## config.mk

```make
export PLATFORM = sky130hd
export DESIGN_NAME = cdgm_isqrt
export DESIGN_NICKNAME = d
export VERILOG_FILES = /design/src/sv/assert_macros.svh /design/src/sv/cdgm_pkg.sv /design/src/sv/cdgm_isqrt.sv
export SDC_FILE = /design/constraint.sdc
export NUM_CORES = 1
export LEC_CHECK = 0
export BUFFER_PORTS_ARGS = -buffer_cell sky130_fd_sc_hd__buf_4
export CORE_MARGIN = 4
export CORE_UTILIZATION = 35
export CTS_CLUSTER_SIZE = 16
export DETAILED_ROUTE_END_ITERATION = 10
export PLACE_DENSITY = 0.58
export SLEW_MARGIN = 20
export SYNTH_ARGS = -nofsm -noshare
export SYNTH_HDL_FRONTEND = slang
export SYNTH_SLANG_ARGS = --single-unit
```

## constraint.sdc

```tcl
create_clock -name aclk -period 2.35 [get_ports aclk]
set_clock_uncertainty 0.1 [all_clocks]
set_input_delay 0.235 -clock aclk [delete_from_list [all_inputs] [get_ports aclk]]
set_output_delay 0.235 -clock aclk [all_outputs]
set_load 0.05 [all_outputs]
```

## src/sv/assert_macros.svh

```systemverilog
// Assertion helpers for the gradient block's RTL. Every property is sampled on the
// rising edge of aclk and is switched off while aresetn is low.
`ifndef ASSERT_MACROS_SVH
`define ASSERT_MACROS_SVH

// The consequent must hold in the same cycle as the antecedent.
`define CDGM_ASSERT_IMP(lbl, ante, cons, msg) \
    lbl: assert property (@(posedge aclk) disable iff (!aresetn) (ante) |-> (cons)) \
        else $error(msg);

// The consequent must hold in the cycle after the antecedent.
`define CDGM_ASSERT_NXT(lbl, ante, cons, msg) \
    lbl: assert property (@(posedge aclk) disable iff (!aresetn) (ante) |=> (cons)) \
        else $error(msg);

`endif

```

## src/sv/cdgm_pkg.sv

```systemverilog
package cdgm_pkg;

    // Largest frame width the line stores can hold.
    localparam int MAX_WIDTH = 2048;

    localparam int PIX_W  = 8;
    localparam int CFG_W  = 12;
    localparam int ROW_W  = 12;
    localparam int MAG_W  = 9;
    localparam int COL_W  = $clog2(MAX_WIDTH);
    localparam int WEFF_W = $clog2(MAX_WIDTH + 1);

    // Sum of two squared 8-bit differences.
    localparam int SQ_W       = 2 * PIX_W + 1;
    localparam int SQRT_STEPS = (SQ_W + 1) / 2;
    localparam int OP_W       = 2 * SQRT_STEPS;
    localparam int CNT_W      = $clog2(SQRT_STEPS + 1);

    // Configuration register indexes.
    localparam int CFG_IDX_W = 1;
    localparam logic [CFG_IDX_W-1:0] CFG_FRAME_WIDTH  = 1'd0;
    localparam logic [CFG_IDX_W-1:0] CFG_FRAME_HEIGHT = 1'd1;

    localparam logic [CFG_W-1:0] FRAME_WIDTH_RESET  = 12'd640;
    localparam logic [CFG_W-1:0] FRAME_HEIGHT_RESET = 12'd480;

    typedef enum logic [2:0] {
        ST_IDLE,
        ST_FETCH,
        ST_CALC,
        ST_ROOT,
        ST_EMIT_A,
        ST_EMIT_B
    } state_t;

    // Status of the square-root unit as seen by the sequencer.
    typedef struct packed {
        logic             busy;
        logic [MAG_W-1:0] root;
    } cdgm_root_stat_t;

endpackage

```

## src/sv/cdgm_isqrt.sv

```systemverilog
module cdgm_isqrt (
    input  logic                          aclk,
    input  logic                          aresetn,
    input  logic                          start,
    input  logic [cdgm_pkg::SQ_W-1:0]     operand,
    output cdgm_pkg::cdgm_root_stat_t     stat
);

    // Restoring square root, one result bit per cycle, two operand bits brought
    // down each step.
    logic [cdgm_pkg::CNT_W-1:0]   cnt_reg;
    logic [cdgm_pkg::OP_W-1:0]    op_reg;
    logic [cdgm_pkg::MAG_W:0]     rem_reg;
    logic [cdgm_pkg::MAG_W-1:0]   root_reg;

    logic [cdgm_pkg::MAG_W+2:0]   rem_sh;
    logic [cdgm_pkg::MAG_W+2:0]   trial;
    logic [cdgm_pkg::MAG_W+2:0]   rem_diff;
    logic                         take;
    logic                         busy;

    assign busy = (cnt_reg != '0);

    always_comb begin
        rem_sh   = {rem_reg, op_reg[cdgm_pkg::OP_W-1 -: 2]};
        trial    = {1'b0, root_reg, 2'b01};
        take     = (rem_sh >= trial);
        rem_diff = rem_sh - trial;
    end

    always_ff @(posedge aclk) begin
        if (!aresetn) begin
            cnt_reg <= '0;
        end else if (start) begin
            cnt_reg <= cdgm_pkg::CNT_W'(cdgm_pkg::SQRT_STEPS);
        end else if (busy) begin
            cnt_reg <= cnt_reg - 1'b1;
        end
    end

    always_ff @(posedge aclk) begin
        if (start) begin
            op_reg   <= cdgm_pkg::OP_W'(operand);
            rem_reg  <= '0;
            root_reg <= '0;
        end else if (busy) begin
            op_reg   <= op_reg << 2;
            rem_reg  <= take ? rem_diff[cdgm_pkg::MAG_W:0] : rem_sh[cdgm_pkg::MAG_W:0];
            root_reg <= {root_reg[cdgm_pkg::MAG_W-2:0], take};
        end
    end

    assign stat.busy = busy;
    assign stat.root = root_reg;

endmodule

```

==> flow_summary.ini, run 1 <==
[status]
status = finished clean

[grt]
grt_antenna_before_repair = 0
grt_pass1_wl_um = 7445
grt.overflow.total = 0
grt_usage_pct = 12.61
grt_max_degree = 24
grt_pass1_vias = 1573

[route]
wl_per_cell_um = 13.51
dr.pass1.iters = 4
routed_wl_um = 4566
drcViolationCount = 0
drtAntennaViolNets = 0
initialDrtViolationCount = 125
num_vias = 1734
vias_per_cell = 5.130

[power]
p_per_area_mw_per_mm2 = 1233
p_total_mw = 3.341
leakagePower_nw = 1.078
ir_worst_vdd_mv = 0.5422

[critical_path]
regToRegEndpoint = rem_reg[5]$_SDFFE_PP0P_
cp.arrival_ns = 2.40
r2r_start = op_reg[16]$_DFFE_PP_
crit_required_ns = 2.46
crit_type = register to register
critical_path.startpoint_type = register
crit_fanout = 7
setup.worst_path.end_class = register
r2r_cells = 8
regToRegSetupSlack_ns = 0.06

[placed_design]
dp.cells = 326
dpl.hpwl_um = 3187
dp_slack_ns = -0.007096
gp_congestion = 0.9036
placed_area_mm2 = 0.002515
portBuffers = 29

[min_path]
holdPathEnd = cnt_reg[3]$_SDFFE_PN0P_
holdPathStages = 2
hp-class = primary input to register
worstHoldStart = aresetn

[logic_synthesis]
synth_edf_count = 17
syn-cell-area_mm2 = 0.002161
ys_warn_count = 0
synth-main-ff-cell = dfxtp_1
synth-seq-cells = 41
async_flop_share_pct = 0
netlist-cell-type-count = 48
syn_inst = 221
yosysSeqAreaShare_pct = 45.86
syn-num-nets = 254
syn_avg_cell_area_um2 = 9.777

[timing]
final_hold_viol_count = 0
slew_viol_final = 0
setup_viol = 0
fin_crit_sh_pct = 97.59
rsz0062_at_grt = true
max_freq_ghz = 0.4360
slew_headroom_pct = 63.84
layout_min_cycle_time_ns = 2.293
tightest_slew_ns = 0.5411
fin_ws_ns = 0.05661

[final_layout]
fin_nets = 295
largest_reg_flops = 18
layout_common_cells = buf_4 (43), nand2_1 (25), nor2_1 (18), dfxtp_1 (18), edfxtp_1 (17)
drive_gt1_share_pct = 32.32
finalNonFillerCells = 338
final_cell_area_mm2 = 0.002709
n_antenna_cell = 0
final_common_cell = buf_4
area_growth_pct = 25.36

[clock_tree]
clk_latency_ns = 0.29
clock-sinks = 41
path_clk_slew_ns = 0.08
hold_buffers = 0
cts.htree.levels = 2
cts_tree = done
cts-root-buf = clkbuf_8
clockBufferDepth = 2
numCtsBuffers = 5

[floorplanning]
dieArea_mm2 = 0.007495
num_rows = 28
dieHeight_um = 86.58
pin_count = 30
start_util_pct = 36.28
coreArea_mm2 = 0.005956
die_x_um = 86.58

[flow_run]
cap_violations = 0
[per-stage QoR]
| stage | utilization (%) | hold WS (ns) | TNS, ns |
|---|---|---|---|
| 4_1_cts | 43.70 | 0.1044 | 0 |
| 2_1_floorplan | - | 0.2888 | -0.009608 |
| 5_1_grt | 45.48 | 0.1087 | -0.04711 |
| 3_5_place_dp | 42.23 | 0.3621 | -0.007096 |
| 6_report | 45.48 | 0.1154 | 0 |
| 3_3_place_gp | 42.23 | 0.3563 | 0 |
[cell type report]
class	instances	area (um^2)
Clock buffer	5	68.82
Inverter	16	60.06
Tap cell	75	93.84
Sequential cell	41	1001
Timing Repair Buffer	44	342.8
Clock inverter	3	17.52
Multi-Input combinational cell	154	1125
Fill cell	601	3247
[logic make-up (layout without fill, tap and decap cells)]
kind of cell / after synthesis / after routing / share of synthesized area [%]
flip-flops: 41 / 41 / 45.86
adder cells (fa/ha/maj): 13 / 13 / 7.528
AO/OA/AOI/OAI: 47 / 47 / 15.52
buffers and inverters: 26 / 68 / 5.095
multiplexers: 16 / 16 / 8.280
AND/OR/NAND/NOR: 73 / 73 / 15.69
XOR/XNOR: 5 / 5 / 2.027
[worst max-delay path by stage]
stage	to	slack (ns)	depth (start not counted)	start
finish	rem_reg[5]$_SDFFE_PP0P_	0.06	8	op_reg[16]$_DFFE_PP_
global route	rem_reg[5]$_SDFFE_PP0P_	-0.03	8	root_reg[4]$_SDFFE_PP0P_
detailed placement	rem_reg[1]$_SDFFE_PP0P_	-0.007	7	root_reg[5]$_SDFFE_PP0P_
floorplan	rem_reg[1]$_SDFFE_PP0P_	-0.01	9	root_reg[8]$_SDFFE_PP0P_
global placement	rem_reg[1]$_SDFFE_PP0P_	0.05	7	root_reg[5]$_SDFFE_PP0P_
CTS	rem_reg[5]$_SDFFE_PP0P_	0.06	8	root_reg[5]$_SDFFE_PP0P_
[synthesized netlist by cell type (all sizes together) (2+ instances only)]
cell type / count / area [um^2]
o21a: 2 / 15.01
or3: 2 / 12.51
nand4: 2 / 12.51
and2: 3 / 18.77
nand3: 7 / 35.03
a21o: 2 / 16.27
inv: 15 / 56.30
a21boi: 2 / 15.01
nor3: 7 / 35.03
edfxtp: 17 / 510.5
a311oi: 2 / 17.52
a21oi: 16 / 83.83
xnor2: 5 / 43.79
nand2b: 2 / 12.51
nor4: 2 / 12.51
a211oi: 8 / 70.06
nand2: 25 / 93.84
a2111oi: 2 / 18.77
dfxtp: 24 / 480.5
o21ai: 5 / 25.02
ha: 13 / 162.7
and3: 2 / 12.51
nor2: 18 / 67.56
clkbuf: 4 / 15.01
mux2: 15 / 168.9
buf: 6 / 35.03
[report_power, final]
part	internal, mW	total (mW)	switching, mW
clock network	0.206	0.458	0.253
registers	0.900	0.990	0.0902
logic	0.907	1.89	0.986
total	2.01	3.34	1.33
[metal layers]
layer	GRT usage, %	vias to the layer above	share of wire, %
li1	-	872	-
met1	17.54	822	48
met2	19.05	35	47
met3	2.662	5	3.7
met4	5.099	0	1.4
met5	0	-	0
[worst max-delay path, cell delays in order, from the launching register on]
cell and delay, ns:
edfxtp_1 0.40, inv_1 0.08, ha_1 0.21, nand2b_1 0.21, a21oi_4 0.20, o41ai_4 0.09
a21o_2 0.28, or3_1 0.40, a311oi_2 0.25
[what timing repair did]
action,4_1_cts,5_1_grt
resized for setup,1,12
pin swaps,0,1
setup endpoints to repair,1,5
buffers inserted,0,4
gates cloned,0,0
Note: power is estimated with default switching activity, not from simulation.
==> run 2, diff against run 1 <==
Settings changed: MAX_ROUTING_LAYER set to met4.
==> flow_summary.ini, run 2 (synthesis gave the netlist of run 1 again) <==
[timing]
tightest_slew_ns = 0.6247
layout_min_cycle_time_ns = 2.258
finalSetupTns_ns = 0
fin_crit_sh_pct = 96.10
final_hold_viol_count = 0
slew_headroom_pct = 57.28
fin_ws_ns = 0.09165
slew_viol_final = 0
max_freq_ghz = 0.4428
setup_viol = 0
hold_ws_ns = 0.1265

[power]
p_per_area_mw_per_mm2 = 1283
p_total_mw = 3.659
ir_worst_vdd_mv = 0.4988
leakagePower_nw = 1.126

[route]
routed_wl_um = 4808
initialDrtViolationCount = 154
wl_per_cell_um = 13.90
num_vias = 1755
drtAntennaViolNets = 0
drcViolationCount = 0
dr.pass1.iters = 4
vias_per_cell = 5.072

[critical_path]
cp.arrival_ns = 2.38
setup.worst_path.end_class = register
crit_type = register to register
cp_cell_sequence = inv_1, ha_2, o21ai_2, a21oi_4, o41ai_4, a21o_2, buf_4, or3b_4, a211oi_2
crit_family = compound AO/OA/AOI/OAI gates
crit_required_ns = 2.47
crit_slowest_cell = or3b_4
slowest_delay_ns = 0.38
critical_path_buf_inv_count = 2
critical_path.startpoint_type = register
crit_fanout = 6

[clock_tree]
clockBufferDepth = 2
cts-root-buf = clkbuf_8
clk_latency_ns = 0.29
numCtsBuffers = 5
cts.htree.levels = 2
cts_tree = done
clock-sinks = 41
hold_buffers = 0
path_clk_slew_ns = 0.08

[floorplanning]
start_util_pct = 36.28
pin_count = 30
dieArea_mm2 = 0.007495
die_x_um = 86.58
coreArea_mm2 = 0.005956
dieHeight_um = 86.58
num_rows = 28

[final_layout]
largest_reg_flops = 18
finalNonFillerCells = 346
n_antenna_cell = 0
final_cell_area_mm2 = 0.002853
fin_util_pct = 47.90
layout_common_cells = buf_4 (51), nand2_1 (25), nor2_1 (17), dfxtp_1 (17), edfxtp_1 (17)
drive_gt1_share_pct = 38.75
area_growth_pct = 32.02
final_common_cell = buf_4
fin_nets = 303

[grt]
grt_usage_pct = 13.24
grt_pass1_wl_um = 7693
grt_max_degree = 23
grt.overflow.total = 0
grt_pass1_vias = 1712
grt_antenna_before_repair = 0

[placed_design]
dpl.hpwl_um = 3328
portBuffers = 29
dp_slack_ns = 0.04261
gp_congestion = 0.7987
placed_area_mm2 = 0.002537
dp.cells = 329

[flow_run]
cap_violations = 0

[status]
status = finished clean

[min_path]
hp-class = primary input to register
run 2: cell count changes in the layout (fill, tap and decap cells not counted), sizes merged:
cell    delta
bufinv     +1
clkinv     -2
buf        +7
clkbuf     +2
run 2: report_power, final:
group / switching (mW) / total [mW] / internal, mW
Combinational: 1.04 / 2.11 / 1.06
Clock: 0.233 / 0.547 / 0.314
Sequential: 0.101 / 1.01 / 0.904
run 2: cell type report:
type | count | area [um^2]
Timing Repair Buffer | 52 | 390.4
Inverter | 16 | 60.06
Sequential cell | 41 | 1005
Clock buffer | 6 | 72.57
Tap cell | 75 | 93.84
Fill cell | 564 | 3103
Clock inverter | 2 | 33.78
Multi-Input combinational cell | 154 | 1197
run 2: path summary, 6_finish.rpt:
kind	from	to	slack, ns	depth (start not counted)
max	root_reg[2]$_SDFFE_PP0P_	rem_reg[9]$_SDFFE_PP0P_	0.09	9
min	aresetn	cnt_reg[3]$_SDFFE_PN0P_	0.13	2
max reg2reg	root_reg[2]$_SDFFE_PP0P_	rem_reg[9]$_SDFFE_PP0P_	0.09	9
min reg2reg	root_reg[4]$_SDFFE_PP0P_	root_reg[5]$_SDFFE_PP0P_	0.36	2
run 2: repair_timing:
| item | CTS | global route |
|---|---|---|
| gates resized for setup | 0 | 28 |
| setup buffers | 0 | 9 |
| setup endpoints to repair | 0 | 9 |
| endpoints found under the hold margin | 0 | 0 |
run 2: routing by layer:
metal | vias to the layer above | routed length (um) | part of all wire (%) | global-route usage, %
met3 | 10 | 155 | 3.2 | 2.852
met2 | 28 | 2282 | 47 | 20.72
met4 | 0 | 96 | 2.0 | 4.533
li1 | 892 | - | - | -
met1 | 825 | 2274 | 47 | 16.98
met5 | - | 0 | 0 | -
==> run 3, diff against run 2 <==
==> constraint.sdc (replaced) <==
create_clock -name aclk -period 2.35 [get_ports aclk]
set_clock_uncertainty 0.1 [all_clocks]
set_input_delay 0.5875 -clock aclk [delete_from_list [all_inputs] [get_ports aclk]]
set_output_delay 0.5875 -clock aclk [all_outputs]
set_load 0.05 [all_outputs]
==> flow_summary.ini, run 3 (synthesis gave the netlist of run 1 again) <==
[status]
status = finished clean

[final_layout]
fin_util_pct = 46.55
final_cell_area_mm2 = 0.002773
fin_nets = 299
final_common_cell = buf_4
largest_reg_flops = 18
layout_common_cells = buf_4 (47), nand2_1 (25), nor2_1 (18), dfxtp_1 (18), edfxtp_1 (17)
finalNonFillerCells = 342
drive_gt1_share_pct = 34.46
n_antenna_cell = 0
area_growth_pct = 28.32

[floorplanning]
dieArea_mm2 = 0.007495
dieHeight_um = 86.58
die_x_um = 86.58
start_util_pct = 36.28
num_rows = 28
coreArea_mm2 = 0.005956
pin_count = 30

[grt]
grt.overflow.total = 0
grt_antenna_before_repair = 0
grt_pass1_vias = 1636
grt_usage_pct = 13.40
grt_max_degree = 27
grt_pass1_wl_um = 7734

[timing]
slew_viol_final = 0
final_hold_viol_count = 0
finalSetupTns_ns = 0
layout_min_cycle_time_ns = 2.261
max_freq_ghz = 0.4422
slew_headroom_pct = 76.37
setup_viol = 0
fin_ws_ns = 0.08854
tightest_slew_ns = 0.3455
fin_crit_sh_pct = 96.23
hold_ws_ns = 0.3716

[critical_path]
regToRegSetupSlack_ns = 0.09
crit_type = register to register
crit_fanout = 6
cp.arrival_ns = 2.37
crit_required_ns = 2.46
r2r_cells = 8
critical_path.startpoint_type = register
setup.worst_path.end_class = register

[clock_tree]
clock-sinks = 41
hold_buffers = 0
cts_tree = done
cts-root-buf = clkbuf_8
clockBufferDepth = 2
cts.htree.levels = 2
path_clk_slew_ns = 0.08
clk_latency_ns = 0.29
numCtsBuffers = 5

[route]
num_vias = 1717
routed_wl_um = 4696
initialDrtViolationCount = 125
wl_met2_um = 2177
drcViolationCount = 0
drtAntennaViolNets = 0
wl_met3_um = 157
vias_per_cell = 5.020
dr.pass1.iters = 4
topRoutingLayerUsed = met4
wl_per_cell_um = 13.73
wl_met1_um = 2242

[power]
ir_worst_vdd_mv = 0.5914
p_total_mw = 3.360
p_per_area_mw_per_mm2 = 1212
leakagePower_nw = 1.099

[min_path]
hp-class = register to register
holdPathStages = 2

[placed_design]
gp_congestion = 0.8535
placed_area_mm2 = 0.002557
dpl.hpwl_um = 3284
portBuffers = 29
dp_slack_ns = 0.01653
dp.cells = 330

[flow_run]
cap_violations = 0
run 3: final timing paths:
kind	from	end
setup / recovery	root_reg[1]$_SDFFE_PP0P_	rem_reg[5]$_SDFFE_PP0P_
hold / removal	root_reg[8]$_SDFFE_PP0P_	root_reg[8]$_SDFFE_PP0P_
setup reg to reg	root_reg[1]$_SDFFE_PP0P_	rem_reg[5]$_SDFFE_PP0P_
hold reg to reg	root_reg[8]$_SDFFE_PP0P_	root_reg[8]$_SDFFE_PP0P_
run 3: power breakdown:
part / switching [mW] / internal, mW / total [mW]
logic: 1.02 / 0.913 / 1.93
registers: 0.0864 / 0.900 / 0.987
clock network: 0.234 / 0.210 / 0.444
run 3: area by class of cell:
cell class / count / area (um^2)
repair buffers: 48 / 372.9
clock inverters: 1 / 7.507
clock buffers: 7 / 76.32
multi-input cells: 154 / 1161
well taps: 75 / 93.84
inverters: 16 / 60.06
fillers: 580 / 3183
flip-flops and latches: 41 / 1001
run 3: routing by layer:
metal  vias up  global-route usage [%]
li1        883                       -
met1       791                   18.30
met2        32                   18.98
met3        11                   2.757
met4         0                   6.232
met5         -                       -
run 3: worst max-delay path: stages, from the launching register on:
cell      delay [ns]
dfxtp_2         0.33
inv_1           0.04
ha_2            0.40
o21ai_1         0.12
a21oi_4         0.19
o41ai_4         0.08
a21o_2          0.27
or3_1           0.39
a311oi_2        0.25
run 3: what timing repair did:
item / in CTS / in global routing
endpoints found under the setup margin: 2 / 7
buffers inserted: 0 / 4
gates resized for setup: 2 / 15
gates cloned: 0 / 0
pin swaps: 0 / 2
